<file path="src/rtl/rlf_pkg.sv">
// Shared types, constants and helpers for the RGB linear fade engine.
// No dependencies; every other file uses this package.
package rlf_pkg;

  localparam int LEVEL_W = 8;
  localparam int REQ_W   = 11;
  localparam int DUR_W   = 16;
  localparam int CMD_W   = 2;
  localparam int QUOT_W  = LEVEL_W;
  localparam int FIELD_CHANNELS = 3;

  typedef logic [LEVEL_W-1:0] level_t;
  typedef logic signed [REQ_W-1:0] req_level_t;

  // Command codes carried in the cmd field.
  typedef enum logic [CMD_W-1:0] {
    CMD_SET  = 2'd0,
    CMD_FADE = 2'd1,
    CMD_TICK = 2'd2,
    CMD_NONE = 2'd3
  } cmd_t;

  // Clamp a signed request to the legal drive range.
  function automatic level_t clamp_level(input req_level_t v);
    level_t r;
    if (v < 0) begin
      r = '0;
    end else if (v > req_level_t'(255)) begin
      r = '1;
    end else begin
      r = v[LEVEL_W-1:0];
    end
    return r;
  endfunction

endpackage

</file>
<file path="src/rtl/rlf_if.sv">
// Handshake channels for the RGB linear fade engine: commands in, levels out.
// Depends on rlf_pkg for field widths.
interface rlf_req_if;
  logic                                valid;
  logic                                ready;
  logic [rlf_pkg::CMD_W-1:0]           cmd;
  logic signed [rlf_pkg::REQ_W-1:0]    red_in;
  logic signed [rlf_pkg::REQ_W-1:0]    green_in;
  logic signed [rlf_pkg::REQ_W-1:0]    blue_in;
  logic [rlf_pkg::DUR_W-1:0]           duration_ms;

  modport source(output valid, cmd, red_in, green_in, blue_in, duration_ms, input ready);
  modport sink(input valid, cmd, red_in, green_in, blue_in, duration_ms, output ready);
endinterface

interface rlf_rsp_if;
  logic                          valid;
  logic                          ready;
  logic [rlf_pkg::LEVEL_W-1:0]   red_level;
  logic [rlf_pkg::LEVEL_W-1:0]   green_level;
  logic [rlf_pkg::LEVEL_W-1:0]   blue_level;
  logic                          updated;
  logic                          fading;

  modport source(output valid, red_level, green_level, blue_level, updated, fading,
                 input ready);
  modport sink(input valid, red_level, green_level, blue_level, updated, fading,
               output ready);
endinterface

</file>
<file path="src/rtl/rgb_linear_fade.sv">
// Top level of the RGB linear fade engine: command decode, level state, sequencer.
// Depends on rlf_pkg, the rlf_req_if / rlf_rsp_if channels and rlf_interp.
//
//  Channel  Dir  Handshake      Payload
//  req      in   valid/ready    cmd, red_in, green_in, blue_in, duration_ms
//  rsp      out  valid/ready    red_level, green_level, blue_level, updated, fading
//
// Set, fade, idle tick and the final tick of a fade go from S_IDLE through S_OUT to a result.
// An interior fade tick passes through S_CALC before S_OUT:
// each channel runs through the shared interpolation unit (multiply, 8 divide steps).
// A result held in the output register does not block the next command.
// Synchronous reset clears all levels, the fade state and the response valid.
module rgb_linear_fade #(
  parameter int CHANNELS  = 3,
  parameter int TIME_BITS = 16
) (
  input logic       clk,
  input logic       rst,
  rlf_req_if.sink   req,
  rlf_rsp_if.source rsp
);
  import rlf_pkg::*;

  localparam int CH_W   = (CHANNELS > 1) ? $clog2(CHANNELS) : 1;
  localparam int N_SHOW = (CHANNELS < FIELD_CHANNELS) ? CHANNELS : FIELD_CHANNELS;

  typedef enum logic [3:0] {
    S_IDLE = 4'b0001,
    S_CALC = 4'b0010,
    S_OUT  = 4'b0100,
    S_DONE = 4'b1000
  } state_t;

  state_t               state;
  level_t               current [CHANNELS];
  level_t               start_lv [CHANNELS];
  level_t               target [CHANNELS];
  logic                 fade_active;
  logic [TIME_BITS-1:0] elapsed;
  logic [TIME_BITS-1:0] fade_length;
  logic                 upd;
  logic [CH_W-1:0]      ch;
  logic                 wait_div;

  logic                 accept;
  level_t               req_lvl [CHANNELS];
  req_level_t           raw [FIELD_CHANNELS];
  logic [TIME_BITS-1:0] elapsed_next;
  logic                 div_start;
  logic                 div_done;
  level_t               div_level;
  level_t               show [FIELD_CHANNELS];
  logic                 out_free;

  assign accept    = req.valid && req.ready;
  assign req.ready = state == S_IDLE;
  assign out_free  = !rsp.valid || rsp.ready;
  assign div_start = (state == S_CALC) && !wait_div;

  // Clamped requests; channels past the third ask for zero.
  always_comb begin
    raw[0] = req.red_in;
    raw[1] = req.green_in;
    raw[2] = req.blue_in;
    for (int i = 0; i < CHANNELS; i++) begin
      req_lvl[i] = '0;
    end
    for (int i = 0; i < N_SHOW; i++) begin
      req_lvl[i] = clamp_level(raw[i]);
    end
  end

  // Saturating millisecond count.
  assign elapsed_next = (elapsed == '1) ? elapsed : elapsed + 1'b1;

  // Levels of absent channels read as zero.
  always_comb begin
    for (int i = 0; i < FIELD_CHANNELS; i++) begin
      show[i] = '0;
    end
    for (int i = 0; i < N_SHOW; i++) begin
      show[i] = current[i];
    end
  end

  rlf_interp #(
    .TIME_BITS(TIME_BITS)
  ) u_interp (
    .clk       (clk),
    .rst       (rst),
    .start     (div_start),
    .elapsed   (elapsed),
    .length    (fade_length),
    .start_lvl (start_lv[ch]),
    .target_lvl(target[ch]),
    .done      (div_done),
    .level     (div_level)
  );

  // Command sequencer and level state.
  always_ff @(posedge clk) begin
    if (rst) begin
      state       <= S_IDLE;
      fade_active <= 1'b0;
      elapsed     <= '0;
      fade_length <= '0;
      upd         <= 1'b0;
      ch          <= '0;
      wait_div    <= 1'b0;
      for (int i = 0; i < CHANNELS; i++) begin
        current[i]  <= '0;
        start_lv[i] <= '0;
        target[i]   <= '0;
      end
    end else begin
      case (state)
        S_IDLE: begin
          if (accept) begin
            upd   <= 1'b0;
            state <= S_OUT;
            case (req.cmd)
              CMD_SET: begin
                for (int i = 0; i < CHANNELS; i++) begin
                  current[i] <= req_lvl[i];
                end
                fade_active <= 1'b0;
                upd         <= 1'b1;
              end
              CMD_FADE: begin
                fade_length <= TIME_BITS'(req.duration_ms);
                for (int i = 0; i < CHANNELS; i++) begin
                  target[i]   <= req_lvl[i];
                  start_lv[i] <= current[i];
                end
                elapsed     <= '0;
                fade_active <= 1'b1;
              end
              CMD_TICK: begin
                if (fade_active) begin
                  elapsed <= elapsed_next;
                  if (elapsed_next >= fade_length) begin
                    // Final step: snap to the targets and report it.
                    for (int i = 0; i < CHANNELS; i++) begin
                      current[i] <= target[i];
                    end
                    fade_active <= 1'b0;
                    upd         <= 1'b1;
                  end else begin
                    ch       <= '0;
                    wait_div <= 1'b0;
                    state    <= S_CALC;
                  end
                end
              end
              default: begin
              end
            endcase
          end
        end
        S_CALC: begin
          // One channel at a time through the shared unit.
          if (div_start) begin
            wait_div <= 1'b1;
          end
          if (div_done) begin
            wait_div <= 1'b0;
            if (div_level != current[ch]) begin
              current[ch] <= div_level;
              upd         <= 1'b1;
            end
            if (ch == CH_W'(CHANNELS-1)) begin
              state <= S_OUT;
            end else begin
              ch <= ch + 1'b1;
            end
          end
        end
        S_OUT: begin
          if (out_free) begin
            state <= S_IDLE;
          end
        end
        default: begin
          state <= S_IDLE;
        end
      endcase
    end
  end

  // Output register: loaded when the result is ready and the slot is free.
  always_ff @(posedge clk) begin
    if (rst) begin
      rsp.valid <= 1'b0;
    end else if (state == S_OUT && out_free) begin
      rsp.valid <= 1'b1;
    end else if (rsp.ready) begin
      rsp.valid <= 1'b0;
    end
  end

  always_ff @(posedge clk) begin
    if (state == S_OUT && out_free) begin
      rsp.red_level   <= show[0];
      rsp.green_level <= show[1];
      rsp.blue_level  <= show[2];
      rsp.updated     <= upd;
      rsp.fading      <= fade_active;
    end
  end

  // Interpolation only runs while a fade is in progress.
  a_calc_fading: assert property (@(posedge clk) disable iff (rst)
    state == S_CALC |-> fade_active) else $error("interpolating without a fade");

  // A set transaction always leads straight to a result.
  a_set_out: assert property (@(posedge clk) disable iff (rst)
    accept && req.cmd == CMD_SET |=> state == S_OUT && upd && !fade_active)
    else $error("set transaction mishandled");

  // Interpolation results arrive only while the sequencer waits for them.
  a_done_calc: assert property (@(posedge clk) disable iff (rst)
    div_done |-> state == S_CALC && wait_div) else $error("stray interp result");

  // Elapsed time stays below the length during an interior step.
  a_calc_elapsed: assert property (@(posedge clk) disable iff (rst)
    state == S_CALC |-> elapsed < fade_length) else $error("interior step past end");

endmodule

</file>
<file path="src/rtl/rlf_interp.sv">
// Interpolation unit: level = start + elapsed * (target - start) / length.
// One multiply step, then an eight-step restoring divide. Uses rlf_pkg.
module rlf_interp #(
  parameter int TIME_BITS = 16
) (
  input  logic                   clk,
  input  logic                   rst,
  input  logic                   start,
  input  logic [TIME_BITS-1:0]   elapsed,
  input  logic [TIME_BITS-1:0]   length,
  input  rlf_pkg::level_t        start_lvl,
  input  rlf_pkg::level_t        target_lvl,
  output logic                   done,
  output rlf_pkg::level_t        level
);
  import rlf_pkg::*;

  localparam int PROD_W = TIME_BITS + LEVEL_W;
  localparam int STEP_W = $clog2(QUOT_W);

  typedef enum logic [2:0] {
    D_IDLE = 3'b001,
    D_MUL  = 3'b010,
    D_DIV  = 3'b100
  } dstate_t;

  dstate_t              state;
  logic [TIME_BITS-1:0] mul_a;
  level_t               mag;
  logic                 neg;
  level_t               base;
  logic [PROD_W-1:0]    rem;
  logic [PROD_W-1:0]    den;
  level_t               quot;
  logic [STEP_W-1:0]    step;
  logic [PROD_W-1:0]    rem_diff;
  logic                 fits;

  // Shared compare and subtract of the divide step.
  assign rem_diff = rem - den;
  assign fits     = rem >= den;

  always_ff @(posedge clk) begin
    if (rst) begin
      state <= D_IDLE;
      done  <= 1'b0;
    end else begin
      done <= 1'b0;
      case (state)
        D_IDLE: begin
          // Latch operands; the divisor is aligned to the top quotient bit.
          if (start) begin
            mul_a <= elapsed;
            neg   <= target_lvl < start_lvl;
            mag   <= (target_lvl < start_lvl) ? start_lvl - target_lvl
                                              : target_lvl - start_lvl;
            base  <= start_lvl;
            den   <= {1'b0, length, {(LEVEL_W-1){1'b0}}};
            state <= D_MUL;
          end
        end
        D_MUL: begin
          // Magnitude product; the quotient is below 256 since elapsed < length.
          rem   <= PROD_W'(mul_a * mag);
          quot  <= '0;
          step  <= '0;
          state <= D_DIV;
        end
        D_DIV: begin
          if (fits) begin
            rem <= rem_diff;
          end
          quot <= {quot[QUOT_W-2:0], fits};
          den  <= den >> 1;
          step <= step + 1'b1;
          if (step == STEP_W'(QUOT_W-1)) begin
            // Truncation toward zero: apply the sign to the magnitude quotient.
            level <= neg ? base - {quot[QUOT_W-2:0], fits}
                         : base + {quot[QUOT_W-2:0], fits};
            done  <= 1'b1;
            state <= D_IDLE;
          end
        end
        default: begin
          state <= D_IDLE;
        end
      endcase
    end
  end

  // A start is only issued while the unit is idle.
  a_start_idle: assert property (@(posedge clk) disable iff (rst)
    start |-> state == D_IDLE) else $error("interp start while busy");

  // A start is followed by done once the multiply and all eight divide steps have run.
  a_latency: assert property (@(posedge clk) disable iff (rst)
    start |-> ##10 done) else $error("interp latency wrong");

  // The divide never sees a zero divisor.
  a_den_nonzero: assert property (@(posedge clk) disable iff (rst)
    state == D_MUL |-> den != '0) else $error("interp zero divisor");

endmodule

</file>
<file path="src/flat_wrapper.sv">
// flat-port wrapper written by rule: the top's interface ports become plain ports
module rgb_linear_fade_flat import rlf_pkg::*;
#(
  parameter int CHANNELS  = 3,
  parameter int TIME_BITS = 16
)
  (clk, rst, req_valid, req_cmd, req_red_in, req_green_in, req_blue_in, req_duration_ms, req_ready, rsp_valid, rsp_red_level, rsp_green_level, rsp_blue_level, rsp_updated, rsp_fading, rsp_ready);
  rlf_req_if req_i ();
  rlf_rsp_if rsp_i ();
  input logic clk;
  input logic rst;
  input wire logic [$bits(req_i.valid)-1:0] req_valid;
  input wire logic [$bits(req_i.cmd)-1:0] req_cmd;
  input wire logic [$bits(req_i.red_in)-1:0] req_red_in;
  input wire logic [$bits(req_i.green_in)-1:0] req_green_in;
  input wire logic [$bits(req_i.blue_in)-1:0] req_blue_in;
  input wire logic [$bits(req_i.duration_ms)-1:0] req_duration_ms;
  output wire logic [$bits(req_i.ready)-1:0] req_ready;
  output wire logic [$bits(rsp_i.valid)-1:0] rsp_valid;
  output wire logic [$bits(rsp_i.red_level)-1:0] rsp_red_level;
  output wire logic [$bits(rsp_i.green_level)-1:0] rsp_green_level;
  output wire logic [$bits(rsp_i.blue_level)-1:0] rsp_blue_level;
  output wire logic [$bits(rsp_i.updated)-1:0] rsp_updated;
  output wire logic [$bits(rsp_i.fading)-1:0] rsp_fading;
  input wire logic [$bits(rsp_i.ready)-1:0] rsp_ready;
  assign req_i.valid = req_valid;
  assign req_i.cmd = req_cmd;
  assign req_i.red_in = req_red_in;
  assign req_i.green_in = req_green_in;
  assign req_i.blue_in = req_blue_in;
  assign req_i.duration_ms = req_duration_ms;
  assign req_ready = req_i.ready;
  assign rsp_valid = rsp_i.valid;
  assign rsp_red_level = rsp_i.red_level;
  assign rsp_green_level = rsp_i.green_level;
  assign rsp_blue_level = rsp_i.blue_level;
  assign rsp_updated = rsp_i.updated;
  assign rsp_fading = rsp_i.fading;
  assign rsp_i.ready = rsp_ready;
  rgb_linear_fade #(.CHANNELS(CHANNELS), .TIME_BITS(TIME_BITS)) u_core (.clk(clk), .rst(rst), .req(req_i), .rsp(rsp_i));
endmodule
</file>
<file path="config.mk">
export PLATFORM = sky130hd
export DESIGN_NAME = rgb_linear_fade_flat
export DESIGN_NICKNAME = d
export VERILOG_FILES = /design/src/rtl/rlf_pkg.sv /design/src/rtl/rlf_if.sv /design/src/rtl/rgb_linear_fade.sv /design/src/rtl/rlf_interp.sv /design/src/flat_wrapper.sv
export SDC_FILE = /design/constraint.sdc
export NUM_CORES = 1
export LEC_CHECK = 0
export BUFFER_PORTS_ARGS = -buffer_cell sky130_fd_sc_hd__buf_4
export CORE_ASPECT_RATIO = 0.6
export CORE_MARGIN = 4
export CORE_UTILIZATION = 35
export DETAILED_ROUTE_END_ITERATION = 8
export GPL_ROUTABILITY_DRIVEN = 0
export GPL_TIMING_DRIVEN = 0
export PLACE_DENSITY_LB_ADDON = 0.25
export SYNTH_ARGS = -nofsm -noshare
export SYNTH_HDL_FRONTEND = slang
export SYNTH_SLANG_ARGS = --single-unit
</file>
<file path="constraint.sdc">
create_clock -name clk -period 6 [get_ports clk]
set_clock_uncertainty 0.05 [all_clocks]
set_input_delay 1.2 -clock clk [delete_from_list [all_inputs] [get_ports clk]]
set_output_delay 1.2 -clock clk [all_outputs]
set_load 0.005 [all_outputs]
</file>
==> results of run 1 <==
==> worst min path at each step <==
stage | from | to | slack [ns]
after global placement | u_core.elapsed[3] | u_core.u_interp.mul_a[3] | 0.40
after detailed placement | u_core.elapsed[3] | u_core.u_interp.mul_a[3] | 0.38
after CTS | u_core.fade_active | u_core.rsp.fading | 0.43
after floorplan | u_core.elapsed[3] | u_core.u_interp.mul_a[3] | 0.35
after global routing | u_core.elapsed[3] | u_core.u_interp.mul_a[3] | 0.44
final | u_core.fade_active | u_core.rsp.fading | 0.43
==> stage by stage <==
| step | power, mW | hold WS (ns) | std cells | worst slack, ns | area (um2) |
|---|---|---|---|---|---|
| 3_3_place_gp | 2.196 | 0.3987 | 2380 | -0.1805 | 18670 |
| 3_5_place_dp | 2.199 | 0.3796 | 2384 | -0.2142 | 18730 |
| 2_1_floorplan | 2.101 | 0.3529 | 1662 | 0.8173 | 17280 |
| 5_1_grt | 4.152 | 0.4359 | 2435 | -0.002809 | 19740 |
| 4_1_cts | 4.054 | 0.4255 | 2435 | 0.03539 | 19720 |
| 6_report | 4.029 | 0.4255 | 2435 | 0.2389 | 19740 |
==> layer usage <==
metal	wire length (um)	GRT usage [%]	part of all wire (%)	vias to the layer above
li1	-	-	-	6021
met1	25870	30.67	52	6304
met2	18100	22.92	37	445
met3	4750	5.408	9.6	45
met4	602	2.257	1.2	0
met5	0	0	0	-
==> synth_stat cells (27+ instances only) <==
cell type and instances:
clkbuf_1 42, ha_1 117, xnor2_1 42, nor2_1 113
and2_1 140, inv_1 181, dfxtp_1 47, nand2_1 125
xor2_1 32, o21ai_0 78, a21oi_1 62, edfxtp_1 204
nor3_1 43, a221o_1 27, fa_1 88
==> worst reg2reg max path: stages (launching register included) <==
cell,delay (ns)
edfxtp_1,0.56
clkbuf_2,0.31
nand2_1,0.10
fa_1,0.48
fa_1,0.55
inv_1,0.05
fa_1,0.53
inv_1,0.06
fa_1,0.53
inv_1,0.04
ha_1,0.35
o211ai_1,0.13
o211a_1,0.27
nor3_2,0.41
nor3_1,0.12
o21ai_0,0.18
a21oi_1,0.10
xor2_1,0.53
o21ai_0,0.14
==> sequential cells by signal (all words and copies together) (netlist names), 16 cells and up, named ones only <==
register               count
u_core.fade_length        16
u_core.current            32
u_core.u_interp.rem       24
u_core.u_interp.mul_a     16
u_core.u_interp.den       23
u_core.target             24
u_core.elapsed            16
u_core.start_lv           24
==> final cells by class <==
type,count,area (um2)
well taps,640,800.8
fillers,4718,28580
repair buffers,82,628.1
clock buffers,30,708.2
flip-flops and latches,251,7067
clock inverters,21,274.0
multi-input cells,1162,9255
inverters,184,690.7
plain buffers,65,320.3
==> cell families (layout without fill, tap and decap cells) <==
group,Yosys count,count (layout)
multiplexers,36,36
XOR/XNOR,74,74
buffers and inverters,249,382
adder cells (fa/ha/maj),205,205
AO/OA/AOI/OAI,300,300
AND/OR/NAND/NOR,547,547
flip-flops,251,251
==> power by group <==
group          internal (mW)  leakage [nW]  total, mW  switching (mW)
Combinational         0.0945          5.23      0.226           0.132
Clock                   1.11         0.463       1.86           0.752
Sequential              1.91          2.31       1.94          0.0263
Total                   3.12          8.00       4.03           0.910
==> repair_timing <==
item	in CTS	in global routing
pin swaps	0	0
gates resized for setup	7	8
setup endpoints to repair	2	5
cloned	0	0
setup buffers	0	0
==> results by group, run 1 <==
Worst setup path
  • Crit. End Element: register
  • Critical path capture point: u_core.u_interp.rem[16]
  • WP data arrival: 6.01 ns
  • CP required: 6.25 ns
  • Slowest Stage Delay on Critical Path: 0.56 ns
  • CP startpoint kind: register
  • Critical-path top delay cell: edfxtp_1
  • FF-to-FF End: u_core.u_interp.rem[16]
  • WS Path Type: register to register
  • R2r worst-path depth: 18
  • Worst Setup SP: u_core.u_interp.mag[5]
  • CP Max Fanout: 10
  • Worst path depth: 18
  • Critical-path cell list: clkbuf_2 -> nand2_1 -> fa_1 -> fa_1 -> inv_1 -> fa_1 -> inv_1 -> fa_1 -> inv_1 -> ha_1 -> o211ai_1 -> o211a_1 -> nor3_2 -> nor3_1 -> o21ai_0 -> a21oi_1 -> xor2_1 -> o21ai_0
  • Buf/Inv on CP: 4
  • Crit-path leading delay family: adder cells
  • Worst reg2reg setup slack: 0.24 ns
  • Worst path most repeated cell: fa_1
  • Worst r2r src: u_core.u_interp.mag[5]

Final layout
  • Commonest cells after routing, fill and taps aside: edfxtp_1 (204), inv_1 (181), and2_1 (140)
  • Share of cells above drive strength 1: 10.42%
  • Most common cell after layout, fill and taps aside: edfxtp_1
  • Final core utilization: 40.85%
  • Area delta synth->final: 14.23%
  • Antenna Cells: 0
  • Nets: 2,034

STA
  • Final period utilization: 96.02%
  • Setup TNS: 0 ns
  • Slew Viols, Final: 0
  • Final Hold Fails: 0
  • Worst Max-Slew Pin Slew: 1.075 ns
  • Endpoints failing setup: 0
  • F_max: 173.6 MHz
  • Relative slew margins: 28.20%
  • Final critical-path required period: 5.761 ns

Drt
  • Vias: 12.82k
  • Wire length per cell: 20.26 um
  • Drt first pass iters: 5
  • Initial drt markers: 1,133
  • Via/cell ratio: 5.263
  • Routed WL: 49,330 um
  • Post-DRT Antenna Nets: 0
  • Residual DRC count: 0

Synth
  • Syn Inst Count: 1,662
  • Syn Std Cell Area: 0.01728 mm2
  • Top cell type's share of synthesized area: 35.44%
  • Synthesis-stage register bit count: 251
  • Top post-synthesis cells by area: edfxtp_1 (35%), fa_1 (10%), ha_1 (8.5%), dfxtp_1 (5.4%), and2_1 (5.1%)
  • Syn_nets: 1,922
  • Synth warn: 0
  • Predominant post-synthesis flop cell: edfxtp_1
  • Synth Area in Adders: 18.66%
  • Post-synthesis compound-gate area fraction: 11.69%
  • Mux cell area share after synthesis: 2.700%
  • Ys async rst share: 0%
  • Synth Area in XOR/XNOR: 3.750%
  • Cell variety after synth: 70
  • Synth Area in Simple Gates: 16.54%
  • Synth area leader: edfxtp_1
  • Avg Inst Size Synth: 10.40 um2
  • Number of flops mapped to enable cells by yosys: 204
  • Largest family of logic cells by synthesized area: adder cells
  • Post-synthesis sequential area ratio: 40.89%

GRT
  • Initial antenna violation count: 2
  • Vias in the first global route: 12.51k
  • Global-route usage over all layers: 18.29%
  • Overflow after GRT: 0
  • Largest net degree at the start of global routing: 58
  • First-pass GRT wire length: 75,510 um

CTS
  • Clock Tree Root: clkbuf_16
  • CTS Hold Buffers Added: 0
  • Clock buffer depth: 3
  • Clock sinks: 251
  • CTS buffer count: 28
  • Worst-Skew Late Latency: 0.57 ns
  • CTS tree: yes
  • Clock-pin slew of the registers on the worst-case setup and hold paths: 0.07 ns
  • H-tree levels: 1

Die
  • Die width: 294.9 um
  • Total core area: 0.04833 mm2
  • Num ports: 83
  • Initial core utilization: 35.76%
  • Core Rows: 62
  • Die area: 0.05312 mm2
  • Die Ht: 180.1 um

Placed design
  • Port bufs: 78
  • Detailed placer's ending HPWL: 38,890 um

Min path
  • Hold Crit Class: register to register
  • Hold path cells: 0

Pwr
  • Power per Cell Area: 204.1 mW/mm2
  • Leakage Power: 8.001 nW
  • Worst vdd ir: 0.2034 mV

Run
  • Maxcap violations: 0

Outcome
  • Outcome: finished, final reports clean
Note: power is estimated with default switching activity, not from simulation.
==> run 2: changes to the inputs <==
--- a/config.mk
+++ b/config.mk
@@ -5,6 +5,7 @@
 export SDC_FILE = /design/constraint.sdc
 export NUM_CORES = 1
 export LEC_CHECK = 0
+export ABC_AREA = 1
 export BUFFER_PORTS_ARGS = -buffer_cell sky130_fd_sc_hd__buf_4
 export CORE_ASPECT_RATIO = 0.6
 export CORE_MARGIN = 4
==> run 2 against run 1 <==
  * Largest cell class unchanged
  * Clock power barely moved
  * Sequential cell count unchanged
  * Count of clock-buffer cells in the layout is 7 higher
  * Sequential share of layout area is 1.8 points lower
  * Power increased by 18%
  * Core utilization down 0.31 points
  * Critical path type unchanged
  * Maximum frequency rose by 1.9%
  * Worst setup slack better by 0.11 ns
  * Highest routed layer unchanged
  * Die area increased by 5.6%
==> results by group, run 2 <==
Outcome
  • Outcome: finished, final reports clean

CTS
  • Clock-pin slew of the registers on the worst-case setup and hold paths: 0.07 ns (about the same)
  • CTS tree: yes
  • H-tree levels: 1 (unchanged)
  • Clock Tree Root: clkbuf_16
  • Clock buffer depth: 3 (unchanged)
  • CTS buffer count: 27 (-3.6%)
  • Post-CTS Setup Bufs: 0 (unchanged)
  • Worst-Skew Late Latency: 0.57 ns (about the same)
  • Clock sinks: 251 (unchanged)

STA
  • Endpoints failing setup: 0 (unchanged)
  • F_max: 176.9 MHz (+1.9%)
  • Relative slew margins: 26.32% (-1.9 points)
  • Slew Viols, Final: 0 (unchanged)
  • Final critical-path required period: 5.652 ns (-0.1086 ns)
  • Final Hold Fails: 0 (unchanged)
  • RSZ-0062 raised after global routing: false
  • Setup TNS: 0 ns (unchanged)
  • Final period utilization: 94.21% (-1.8 points)
  • Worst Max-Slew Pin Slew: 1.094 ns (+0.01904 ns)

Synth
  • Post-synthesis sequential area ratio: 38.65% (-2.2 points)
  • Cell variety after synth: 50 (-29%)
  • Top cell type's share of synthesized area: 33.50% (-1.9 points)
  • Syn_nets: 2,515 (+31%)
  • Count leader, synth: nand2_1
  • Synth area leader: edfxtp_1
  • Avg Inst Size Synth: 8.108 um2 (-22%)
  • Largest family of logic cells by synthesized area: simple AND/OR/NAND/NOR gates
  • Top post-synthesis cells by area: edfxtp_1 (34%), nand2_1 (10%), fa_1 (9.6%), inv_1 (9.0%), ha_1 (8.0%)
  • Mux cell area share after synthesis: 0% (-2.7 points)
  • Synth Area in XOR/XNOR: 1.677% (-2.1 points)
  • Synth Area in Simple Gates: 19.89% (+3.4 points)
  • Synth warn: 0 (unchanged)
  • Number of flops mapped to enable cells by yosys: 204 (unchanged)
  • Synthesis-stage register bit count: 251 (unchanged)
  • Predominant post-synthesis flop cell: edfxtp_1
  • Syn Inst Count: 2,255 (+36%)
  • Post-synthesis compound-gate area fraction: 11.02% (-0.67 points)
  • Synth Area in Adders: 17.64% (-1.0 points)
  • Post-synth top cells: nand2_1 (492), inv_1 (438), edfxtp_1 (204)
  • Ys async rst share: 0% (unchanged)
  • Syn Std Cell Area: 0.01828 mm2 (+5.8%)

Worst setup path
  • WP data arrival: 5.88 ns (-0.13 ns)
  • CP Max Fanout: 10 (unchanged)
  • CP required: 6.23 ns (-0.02 ns)
  • Crit. End Element: register
  • CP startpoint kind: register
  • WS Path Type: register to register

GRT
  • Vias in the first global route: 14.57k (+17%)
  • Largest net degree at the start of global routing: 58 (unchanged)
  • Global-route usage over all layers: 19.13% (+0.84 points)
  • Overflow after GRT: 0 (unchanged)
  • First-pass GRT wire length: 83,190 um (+10%)
  • Initial antenna violation count: 0 (-2)

Drt
  • Via/cell ratio: 5.059 (-3.9%)
  • Initial drt markers: 1,789 (+58%)
  • Residual DRC count: 0 (unchanged)
  • Routed WL: 54,340 um (+10%)
  • Wire length per cell: 17.61 um (-13%)
  • Vias: 15.61k (+22%)
  • Post-DRT Antenna Nets: 0 (unchanged)
  • Drt first pass iters: 8 (+3)

Die
  • Die width: 303.1 um (+2.8%)
  • Core Rows: 64 (+3.2%)
  • Initial core utilization: 35.62% (-0.14 points)
  • Die area: 0.05608 mm2 (+5.6%)
  • Total core area: 0.05133 mm2 (+6.2%)
  • Num ports: 83 (unchanged)
  • Die Ht: 185.0 um (+2.7%)

Pwr
  • Worst vdd ir: 0.2050 mV (+0.80%)
  • Power Total: 4.766 mW (+18%)
  • Power per Cell Area: 229.0 mW/mm2 (+12%)
  • Leakage Power: 9.976 nW (+25%)

Final layout
  • Final core utilization: 40.54% (-0.31 points)
  • Commonest cells after routing, fill and taps aside: nand2_1 (492), inv_1 (438), edfxtp_1 (204)
  • Area of the multi-input gates: 0.009205 mm2 (-0.54%)
  • Layout Cells excl Fill: 3,085 (+27%)
  • Storage cell area: 0.007067 mm2 (unchanged)
  • Top reg by flops: u_core.current
  • Fillers: 5,079 (+7.7%)
  • Area delta synth->final: 13.82%
  • Share of cells above drive strength 1: 8.197% (-2.2 points)
  • Max reg flops: 32 (unchanged)
  • Nets: 2,631 (+29%)
  • Final instance area: 0.02081 mm2 (+5.4%)
  • Most common cell after layout, fill and taps aside: nand2_1

Min path
  • Hold Crit Class: register to register

Placed design
  • Dpl cells: 3,035 (+27%)
  • Detailed placer's ending HPWL: 43,640 um (+12%)
  • Area post-placement: 0.01984 mm2 (+5.9%)
  • Port bufs: 82 (+5.1%)

Run
  • Maxcap violations: 0 (unchanged)
==> run 2: timing repair <==
item / 4_1_cts / 5_1_grt
resized for setup: 0 / 10
hold buffers: 0 / 0
endpoints found under the setup margin: 0 / 9
hold endpoints to repair: 0 / 0
==> run 2: kinds of logic after synthesis <==
kind of cell / count (synthesis)
and+or+nand+nor: 863
buffers and inverters: 531
AOI/OAI and AO/OA: 370
DFF: 251
adders and majority gates: 205
xor gates and xnor gates: 35
==> run 2: routing by layer <==
metal	share of wire, %	vias to the layer above	track usage [%]
met5	0	-	0
met4	1.7	0	3.290
met3	12	58	6.736
met2	37	671	24.63
met1	49	7399	30.35
li1	-	7479	-
==> run 2: worst max-delay path, stage by stage (launching register included) <==
cell and delay, ns:
edfxtp_1 0.33, clkbuf_1 0.32, clkbuf_1 0.60, nand2_1 0.15, fa_1 0.48, fa_1 0.49, inv_1 0.05, fa_1 0.54
inv_1 0.06, fa_1 0.54, inv_1 0.05, ha_1 0.37, nand2_1 0.09, o21ai_0 0.24, nor2_1 0.12, o21ai_0 0.35
nand3_1 0.16, nand2_1 0.09, nand2_1 0.05, nand3_1 0.08, nand2_1 0.14
==> run 2: through the flow <==
stage                     setup WS [ns]  hold WS [ns]
after floorplan                  0.2738        0.3582
after global placement           -1.621        0.3672
after detailed placement         0.2918        0.3684
after CTS                        0.2768        0.3832
after global routing            0.06069        0.3892
final                            0.3476        0.3805
==> run 2: report_power, final <==
part,total (mW),internal (mW),leakage (nW),switching [mW]
clock network,1.83,1.10,0.476,0.729
logic,0.925,0.322,7.16,0.603
registers,2.01,1.97,2.34,0.0409
==> run 2: path summary, 6_finish.rpt <==
path                                             start                      end  slack (ns)  cells past startpoint
worst min register to register              u_core.upd       u_core.rsp.updated        0.38                      0
worst max-delay path            u_core.u_interp.mag[2]  u_core.u_interp.rem[18]        0.35                     20
worst max register to register  u_core.u_interp.mag[2]  u_core.u_interp.rem[18]        0.35                     20
worst min-delay path                        u_core.upd       u_core.rsp.updated        0.38                      0
==> run 2: cell type report <==
type / count / share of cell area, %
antenna: 1 / 0.01202
buffer: 85 / 1.768
clock buffer: 37 / 3.830
clock inverter: 12 / 0.8177
inverter: 446 / 8.044
multi-input combinational: 1473 / 44.23
sequential: 251 / 33.96
tap: 693 / 4.166
timing repair buffer: 87 / 3.174
==> run 3: changes to the inputs <==
--- a/config.mk
+++ b/config.mk
@@ -8,7 +8,7 @@
 export ABC_AREA = 1
 export BUFFER_PORTS_ARGS = -buffer_cell sky130_fd_sc_hd__buf_4
 export CORE_ASPECT_RATIO = 0.6
-export CORE_MARGIN = 4
+export CORE_MARGIN = 3
 export CORE_UTILIZATION = 35
 export DETAILED_ROUTE_END_ITERATION = 8
 export GPL_ROUTABILITY_DRIVEN = 0
==> run 3 against run 2 <==
  * Core utilization decreased by 0.14 points
  * Register-to-register slack got worse by 0.04 ns
  * Combinational power about the same
  * First-iteration DRC count is 5.1% lower
  * Count of clock-buffer cells in the layout decreased by 5
  * Non-clock buffer count unchanged
  * Critical endpoint is now u_core.u_interp.rem[13]
  * Die area decreased by 1.7%
  * Cell count did not move
  * Worst hold slack worse by 0.0015 ns
==> results by group, run 3 (synthesis gave the netlist of run 2 again) <==
STA
  • Final critical-path required period: 5.688 ns (+0.03552 ns)
  • Final period utilization: 94.80% (+0.59 points)
  • Setup TNS: 0 ns (unchanged)
  • RSZ-0062 raised after global routing: false
  • Slew Viols, Final: 0 (unchanged)
  • F_max: 175.8 MHz (-0.62%)
  • Relative slew margins: 15.48% (-11 points)
  • PnR worst setup slack: 0.3120 ns (-0.03552 ns)
  • Final Hold Fails: 0 (unchanged)
  • Worst Max-Slew Pin Slew: 1.254 ns (+0.1608 ns)
  • Hold slack: 0.3790 ns (-0.001542 ns)
  • Endpoints failing setup: 0 (unchanged)

Worst setup path
  • CP required: 6.25 ns (+0.02 ns)
  • Worst reg2reg setup slack: 0.31 ns (-0.04 ns)
  • CP startpoint kind: register
  • R2r worst-path depth: 18 (-10%)
  • WS Path Type: register to register
  • Slowest Stage Delay on Critical Path: 0.59 ns (about the same)
  • Crit. End Element: register
  • CP Max Fanout: 10 (unchanged)
  • FF-to-FF End: u_core.u_interp.rem[13]
  • WP data arrival: 5.94 ns (+0.06 ns)
  • Critical-path cell list: clkbuf_1 -> clkbuf_1 -> nand2_1 -> inv_1 -> fa_1 -> fa_1 -> fa_1 -> inv_1 -> fa_1 -> inv_1 -> ha_1 -> a21oi_1 -> a21boi_0 -> inv_1 -> nand2_1 -> nand2_1 -> o21ai_0 -> o21ai_0
  • Worst r2r src: u_core.u_interp.mag[2]
  • Critical-path top delay cell: clkbuf_1

Pwr
  • Internal power: 3.195 mW (-5.9%)
  • Combinational Power Share: 20.2% (+0.8 points)
  • Reg power frac: 43.9% (+1.7 points)
  • Leakage Power: 9.919 nW (-0.57%)
  • Switching share of total power: 30.29% (+1.5 points)
  • Clk pwr share: 35.9% (-2.5 points)
  • Worst vdd ir: 0.2398 mV (+17%)
  • P_sw: 1.388 mW (+1.2%)
  • Power per Cell Area: 221.3 mW/mm2 (-3.4%)
  • Power Total: 4.583 mW (-3.8%)

GRT
  • First-pass GRT wire length: 83,020 um (-0.20%)
  • Vias in the first global route: 14.49k (-0.56%)
  • Largest net degree at the start of global routing: 58 (unchanged)
  • Overflow after GRT: 0 (unchanged)
  • Global-route usage over all layers: 19.37% (+0.23 points)
  • Initial antenna violation count: 0 (unchanged)

Placed design
  • Pre-CTS WS: 0.2541 ns (-0.03775 ns)
  • Detailed placer's ending HPWL: 43,810 um (+0.39%)
  • Port bufs: 82 (unchanged)

Min path
  • Endpoint, Worst Hold: u_core.rsp.updated
  • Hold path cells: 0 (unchanged)
  • Hold Crit Class: register to register
  • Worst hold start: u_core.upd

Drt
  • Vias: 15.79k (+1.2%)
  • Post-DRT Antenna Nets: 0 (unchanged)
  • Via/cell ratio: 5.119 (+1.2%)
  • Residual DRC count: 0 (unchanged)
  • Drt first pass iters: 6 (-2)
  • Initial drt markers: 1,697 (-5.1%)
  • Wire length per cell: 17.61 um (about the same)
  • Routed WL: 54,320 um (about the same)

CTS
  • Clock Tree Root: clkbuf_16
  • Worst-Skew Late Latency: 0.59 ns (+0.02 ns)
  • CTS Hold Buffers Added: 0 (unchanged)
  • Clock buffer depth: 3 (unchanged)
  • Clock-pin slew of the registers on the worst-case setup and hold paths: 0.06 ns (about the same)
  • CTS buffer count: 28 (+3.7%)
  • Post-CTS Setup Bufs: 0 (unchanged)
  • Clock sinks: 251 (unchanged)
  • H-tree levels: 1 (unchanged)
  • CTS tree: yes

Die
  • Initial core utilization: 35.68% (+0.056 points)
  • Total core area: 0.05125 mm2 (-0.16%)
  • Core Rows: 64 (unchanged)
  • Die Ht: 183.0 um (-1.1%)
  • Die width: 301.1 um (-0.66%)
  • Num ports: 83 (unchanged)
  • Die area: 0.05511 mm2 (-1.7%)

Final layout
  • Nets: 2,632 (+0.038%)
  • Area delta synth->final: 13.26%
  • Commonest cells after routing, fill and taps aside: nand2_1 (492), inv_1 (438), edfxtp_1 (204)
  • Most common cell after layout, fill and taps aside: nand2_1
  • Max reg flops: 32 (unchanged)
  • Top reg by flops: u_core.current
  • Fillers: 5,230 (+3.0%)
  • Antenna Cells: 0 (-1)
  • Share of cells above drive strength 1: 8.110% (-0.087 points)

Run
  • Maxcap violations: 0 (unchanged)

Outcome
  • Outcome: finished, final reports clean
[run 3: changes by cell type in the layout (fill, tap and decap cells not counted), sizes merged]
cell,before,now
bufinv,4,1
clkbuf,105,100
clkinv,9,17
clkinvlp,0,2
diode,1,0
inv,445,444
[run 3: worst max path at each step]
stage / to / startpoint / depth (start not counted)
2_1_floorplan: u_core.u_interp.den[0] / rst / 2
3_3_place_gp: u_core.u_interp.den[0] / rst / 3
3_5_place_dp: u_core.u_interp.rem[10] / u_core.u_interp.mag[7] / 17
4_1_cts: u_core.u_interp.rem[10] / u_core.u_interp.mag[7] / 17
5_1_grt: u_core.u_interp.rem[10] / u_core.u_interp.mag[2] / 18
6_report: u_core.u_interp.rem[13] / u_core.u_interp.mag[2] / 18
[run 3: layout make-up]
type / instances / area (um2) / share of cell area (%)
Buffer: 85 / 367.9 / 1.776
Clock buffer: 32 / 715.7 / 3.456
Clock inverter: 18 / 150.1 / 0.7251
Inverter: 446 / 1674 / 8.085
Multi-Input combinational cell: 1473 / 9205 / 44.45
Sequential cell: 251 / 7067 / 34.13
Tap cell: 693 / 867.1 / 4.187
Timing Repair Buffer: 87 / 660.6 / 3.190
[run 3: repair_timing]
item                                    4_1_cts  5_1_grt
hold endpoints to repair                      0        0
endpoints found under the setup margin        0        5
gates resized for setup                       0       10
[run 3: power groups by stage]
| stage | Clock, mW | Sequential, mW | Combinational [mW] |
|---|---|---|---|
| floorplan | 0 | 2.03 | 0.635 |
| global placement | 0 | 2.05 | 0.895 |
| detailed placement | 0 | 2.05 | 0.915 |
| CTS | 1.68 | 2.01 | 0.921 |
| global route | 1.75 | 2.02 | 1.04 |
| finish | 1.65 | 2.01 | 0.925 |
[run 3: layer usage]
layer	up-vias	part of all wire, %	global-route usage [%]
met5	-	0	0
met4	0	1.7	3.637
met3	65	11	4.815
met2	649	37	25.41
met1	7593	50	31.42
li1	7486	-	-
[run 3: per-stage QoR]
step / util, % / std cells / instance area, um2
after floorplan: - / 2255 / 18280
after global placement: 38.57 / 3030 / 19770
after detailed placement: 38.70 / 3035 / 19840
after CTS: 40.39 / 3085 / 20700
after global routing: 40.41 / 3085 / 20710
final: 40.41 / 3085 / 20710
[run 3: critical path: cells and delay by family, from the launching register on]
kind            cells  cell delay (ns)
fa+ha+maj           5             2.38
compound gates      4             1.15
simple gates        3             0.28
buf+inv             6             1.25
flops               1             0.33
